### src/rtl/election_heartbeat_timer_table_macros.svh
// Assertion macros for the election heartbeat timer table.
// Used by election_heartbeat_timer_table.sv; expects clk and rst_n in scope.
`ifndef ELECTION_HEARTBEAT_TIMER_TABLE_MACROS_SVH
`define ELECTION_HEARTBEAT_TIMER_TABLE_MACROS_SVH

`ifndef SYNTH
`define EHT_ASSERT(lbl, prop) \
    lbl: assert property (@(posedge clk) disable iff (!rst_n) prop) \
        else $error("eht assertion failed");
`define EHT_ASSERT_NEVER(lbl, cond) \
    lbl: assert property (@(posedge clk) disable iff (!rst_n) !(cond)) \
        else $error("eht forbidden condition");
`else
`define EHT_ASSERT(lbl, prop)
`define EHT_ASSERT_NEVER(lbl, cond)
`endif

`endif

### src/rtl/eht_ram.sv
// Generic single-port-write, single-port-read RAM with registered read data.
// No dependencies.
`default_nettype none
module eht_ram #(
    parameter int WIDTH = 8,
    parameter int DEPTH = 16
) (
    input  wire logic                                   clk,
    input  wire logic                                   we,
    input  wire logic [((DEPTH > 1) ? $clog2(DEPTH) : 1)-1:0] waddr,
    input  wire logic [WIDTH-1:0]                       wdata,
    input  wire logic                                   re,
    input  wire logic [((DEPTH > 1) ? $clog2(DEPTH) : 1)-1:0] raddr,
    output logic      [WIDTH-1:0]                       rdata
);
    logic [WIDTH-1:0] mem [DEPTH];

    always_ff @(posedge clk)
    begin
        if (we)
        begin
            mem[waddr] <= wdata;
        end
        if (re)
        begin
            rdata <= mem[raddr];
        end
    end
endmodule
`default_nettype wire

### config.mk
export PLATFORM = sky130hd
export DESIGN_NAME = eht_ram
export DESIGN_NICKNAME = d
export VERILOG_FILES = /design/src/rtl/election_heartbeat_timer_table_macros.svh /design/src/rtl/eht_ram.sv
export SDC_FILE = /design/constraint.sdc
export NUM_CORES = 1
export LEC_CHECK = 0
export BUFFER_PORTS_ARGS = -buffer_cell sky130_fd_sc_hd__buf_2
export CORE_AREA = 3 3 125 115
export DETAILED_ROUTE_END_ITERATION = 16
export DIE_AREA = 0 0 128 118
export GPL_ROUTABILITY_DRIVEN = 0
export PLACE_DENSITY = 0.51
export SLEW_MARGIN = 20
export SYNTH_ARGS = -nofsm -noshare
export SYNTH_HDL_FRONTEND = slang
export SYNTH_SLANG_ARGS = --single-unit
### constraint.sdc
create_clock -name clk -period 2.35 [get_ports clk]
set_clock_uncertainty 0.05 [all_clocks]
set_input_delay 0.47 -clock clk [delete_from_list [all_inputs] [get_ports clk]]
set_output_delay 0.47 -clock clk [all_outputs]
set_load 0.01 [all_outputs]
==> flow_metrics.env <==
export IMPL_cts_tree="built"
export IMPL_drc=0
export IMPL_p_seq_frac=0.474
export IMPL_fin_ws_ps=691
export IMPL_ys_warn_count=0
export IMPL_regToRegSetupSlack_ps=760
export IMPL_grt_pass1_vias=2482
export IMPL_clock_sinks=136
export IMPL_ys_ff_latch=136
export IMPL_post_cts_buffers=0
export IMPL_fin_area_sq_um=6300
export IMPL_core_area_sq_um=13200
export IMPL_mappedNetlistNets=248
export IMPL_finalHoldViolCount=0
export IMPL_synthMostInstantiatedCell="edfxtp_1"
export IMPL_rsz0062_at_grt="no"
export IMPL_fmax_mhz=603
export IMPL_p_comb_frac=0.045
export IMPL_antennaDiodeCount=0
export IMPL_vias=2421
export IMPL_clk_pin_slew_ps=60
export IMPL_die_h_um=118
export IMPL_maxSlewHeadroom=0.715
export IMPL_fin_crit_sh=0.706
export IMPL_rows=40
export IMPL_nets=305
export IMPL_cpMaxStageDelayCell="mux4_1"
export IMPL_p_leak_nw=2.14
export IMPL_syn_area_sq_um=5230
export IMPL_min_from="re"
export IMPL_holdPathStages=1
export IMPL_boundaryPins=27
export IMPL_synth_main_ff_cell="edfxtp_1"
export IMPL_cts_hold_buffers=0
export IMPL_postSynth_asyncResetShare=0
export IMPL_worstMarginPinSlew_ps=428
export IMPL_grt_pass1_wl_um=15500
export IMPL_synthCells=229
export IMPL_path_cells="buf_2 -> buf_12 -> mux4_1 -> a22oi_1 -> nand2_1"
export IMPL_first_pass_iters=4
export IMPL_clk_latency_ps=410
export IMPL_crit_start="raddr[0]"
export IMPL_r2r_end="rdata[0]$_DFFE_PP_"
export IMPL_root_buffer="clkbuf_16"
export IMPL_finalMaxSlewViolations=0
export IMPL_final_util=0.477
export IMPL_placed_area_sq_um=5680
export IMPL_die_w_um=128
export IMPL_syn2layout_area_growth_pct=20.6
export IMPL_yosysTopAreaCellShare=0.781
export IMPL_outcome="completed"
export IMPL_antenna_left=0
export IMPL_critPathArrivalTime_ps=1750
export IMPL_path_class="in -> reg"
export IMPL_synth_common_cells="edfxtp_1 (136), mux4_2 (18), a22oi_1 (16)"
export IMPL_reg2reg_depth=3
export IMPL_ir_drop_v=0.000530
export IMPL_yosysTopAreaCell="edfxtp_1"
export IMPL_syn_avg_cell_area_sq_um=22.8
export IMPL_cts_resized=0
export IMPL_drt_wl_total_um=10300
export IMPL_required_ps=2440
export IMPL_switching_power_mw=1.09
export IMPL_cts_made_buffers=17
export IMPL_initial_core_util=0.396
export IMPL_critPathMaxStageDelay_ps=550
export IMPL_yosysUniqueCellTypes=18
export IMPL_worst_hold_path_type="in -> reg"
export IMPL_grt_overflow=0
export IMPL_htree_levels=4
export IMPL_start_kind="primary input"
export IMPL_place_ws_ps=231
export IMPL_drv_cap=0
export IMPL_fin_crit_ps=1660
export IMPL_holdPathEnd="rdata[1]$_DFFE_PP_"
export IMPL_die_area_sq_um=15100
export IMPL_via_per_inst=5.18
export IMPL_gr_usage_all_layers=0.146
export IMPL_portBuffers=26
export IMPL_cp_max_fo=13
export IMPL_antenna_found_initial=0
export IMPL_synthTopCellsByArea="edfxtp_1 (78%), mux4_2 (7.8%), mux4_1 (7.0%)"
export IMPL_r2r_start="mem[6][0]$_DFFE_PP_"
export IMPL_power_internal_mw=4.72
export IMPL_crit_path_end_kind="flip-flop"
export IMPL_timing_hold_ws_ps=388
export IMPL_final_setup_tns_ps=0
export IMPL_drive_above_1_share=0.308
export IMPL_crit_family="multiplexers"
export IMPL_setup_viol=0
export IMPL_drt_iter0_drc=279
export IMPL_crit_buf_inv=2
export IMPL_cellPowerDensity_nw_per_um2=921
export IMPL_synth_edf_count=136
export IMPL_clk_path_buf_depth=2
export IMPL_clockPowerShare=0.482
export IMPL_p_sw_frac=0.187
export IMPL_seq_area_frac_synth=0.781
export IMPL_grt_max_degree=20
export IMPL_routedWlPerCell_um=22.1
[final cells by class]
| cell class | instances | area (sq um) |
|---|---|---|
| multi-input combinational | 83 | 1060 |
| timing repair buffer | 48 | 333 |
| clock buffer | 22 | 444 |
| tap | 168 | 210 |
| sequential | 136 | 4080 |
| fill | 1123 | 6910 |
| clock inverter | 10 | 175 |
[registers in the layout, indices dropped and copies added, names as in the netlist]
name / count
mem: 128
rdata: 8
[worst reg2reg max path, cell delays in order, from the launching register on]
cell,delay [ps]
edfxtp_1,370
mux4_1,520
a22oi_1,250
nand2_1,140
[logic make-up (layout without fill, tap and decap cells)]
kind of cell,Yosys count,after routing,synth area share
AOI/OAI and AO/OA,16,16,0.0230
muxes,32,32,0.148
buffers and inverters,10,80,0.0165
DFF,136,136,0.781
and+or+nand+nor,35,35,0.0314
[routing by layer]
layer	global-route usage	vias up	part of all wire
met2	0.211	73	0.48
met1	0.207	1243	0.45
li1	-	1094	-
met3	0.0426	11	0.055
met5	0	-	0
met4	0.0637	0	0.014
[worst max-delay path by stage]
stage / endpoint / cells after the start
2_1_floorplan: mem[0][0]$_DFFE_PP_ / 2
3_3_place_gp: rdata[0]$_DFFE_PP_ / 5
3_5_place_dp: rdata[0]$_DFFE_PP_ / 5
4_1_cts: rdata[0]$_DFFE_PP_ / 5
5_1_grt: rdata[7]$_DFFE_PP_ / 5
6_report: rdata[0]$_DFFE_PP_ / 5
[cells in the final DEF (no fill, tap or decap), drive strengths merged]
cell      instances
nor2             13
edfxtp          136
a22oi            16
and2              1
buf              48
clkbuf           22
nand3b            2
nand2             9
clkinv            4
nor2b             1
or3b              1
nor3              4
nand2b            2
clkinvlp          1
mux4             32
nand3             1
bufinv            5
and2b             1
[per-stage QoR]
step | total power, mW | instances
after CTS | 5.86 | 467
after floorplan | 2.94 | 229
after detailed placement | 3.06 | 435
after global routing | 5.99 | 467
final | 5.80 | 467
after global placement | 3.06 | 435
[power by group through the flow]
stage	logic, mW	registers (mW)	clock network [mW]
2_1_floorplan	0.138	2.80	0
3_3_place_gp	0.265	2.80	0
3_5_place_dp	0.267	2.80	0
4_1_cts	0.268	2.75	2.85
5_1_grt	0.284	2.75	2.95
6_report	0.260	2.75	2.80
(Power assumes the default switching activity.)
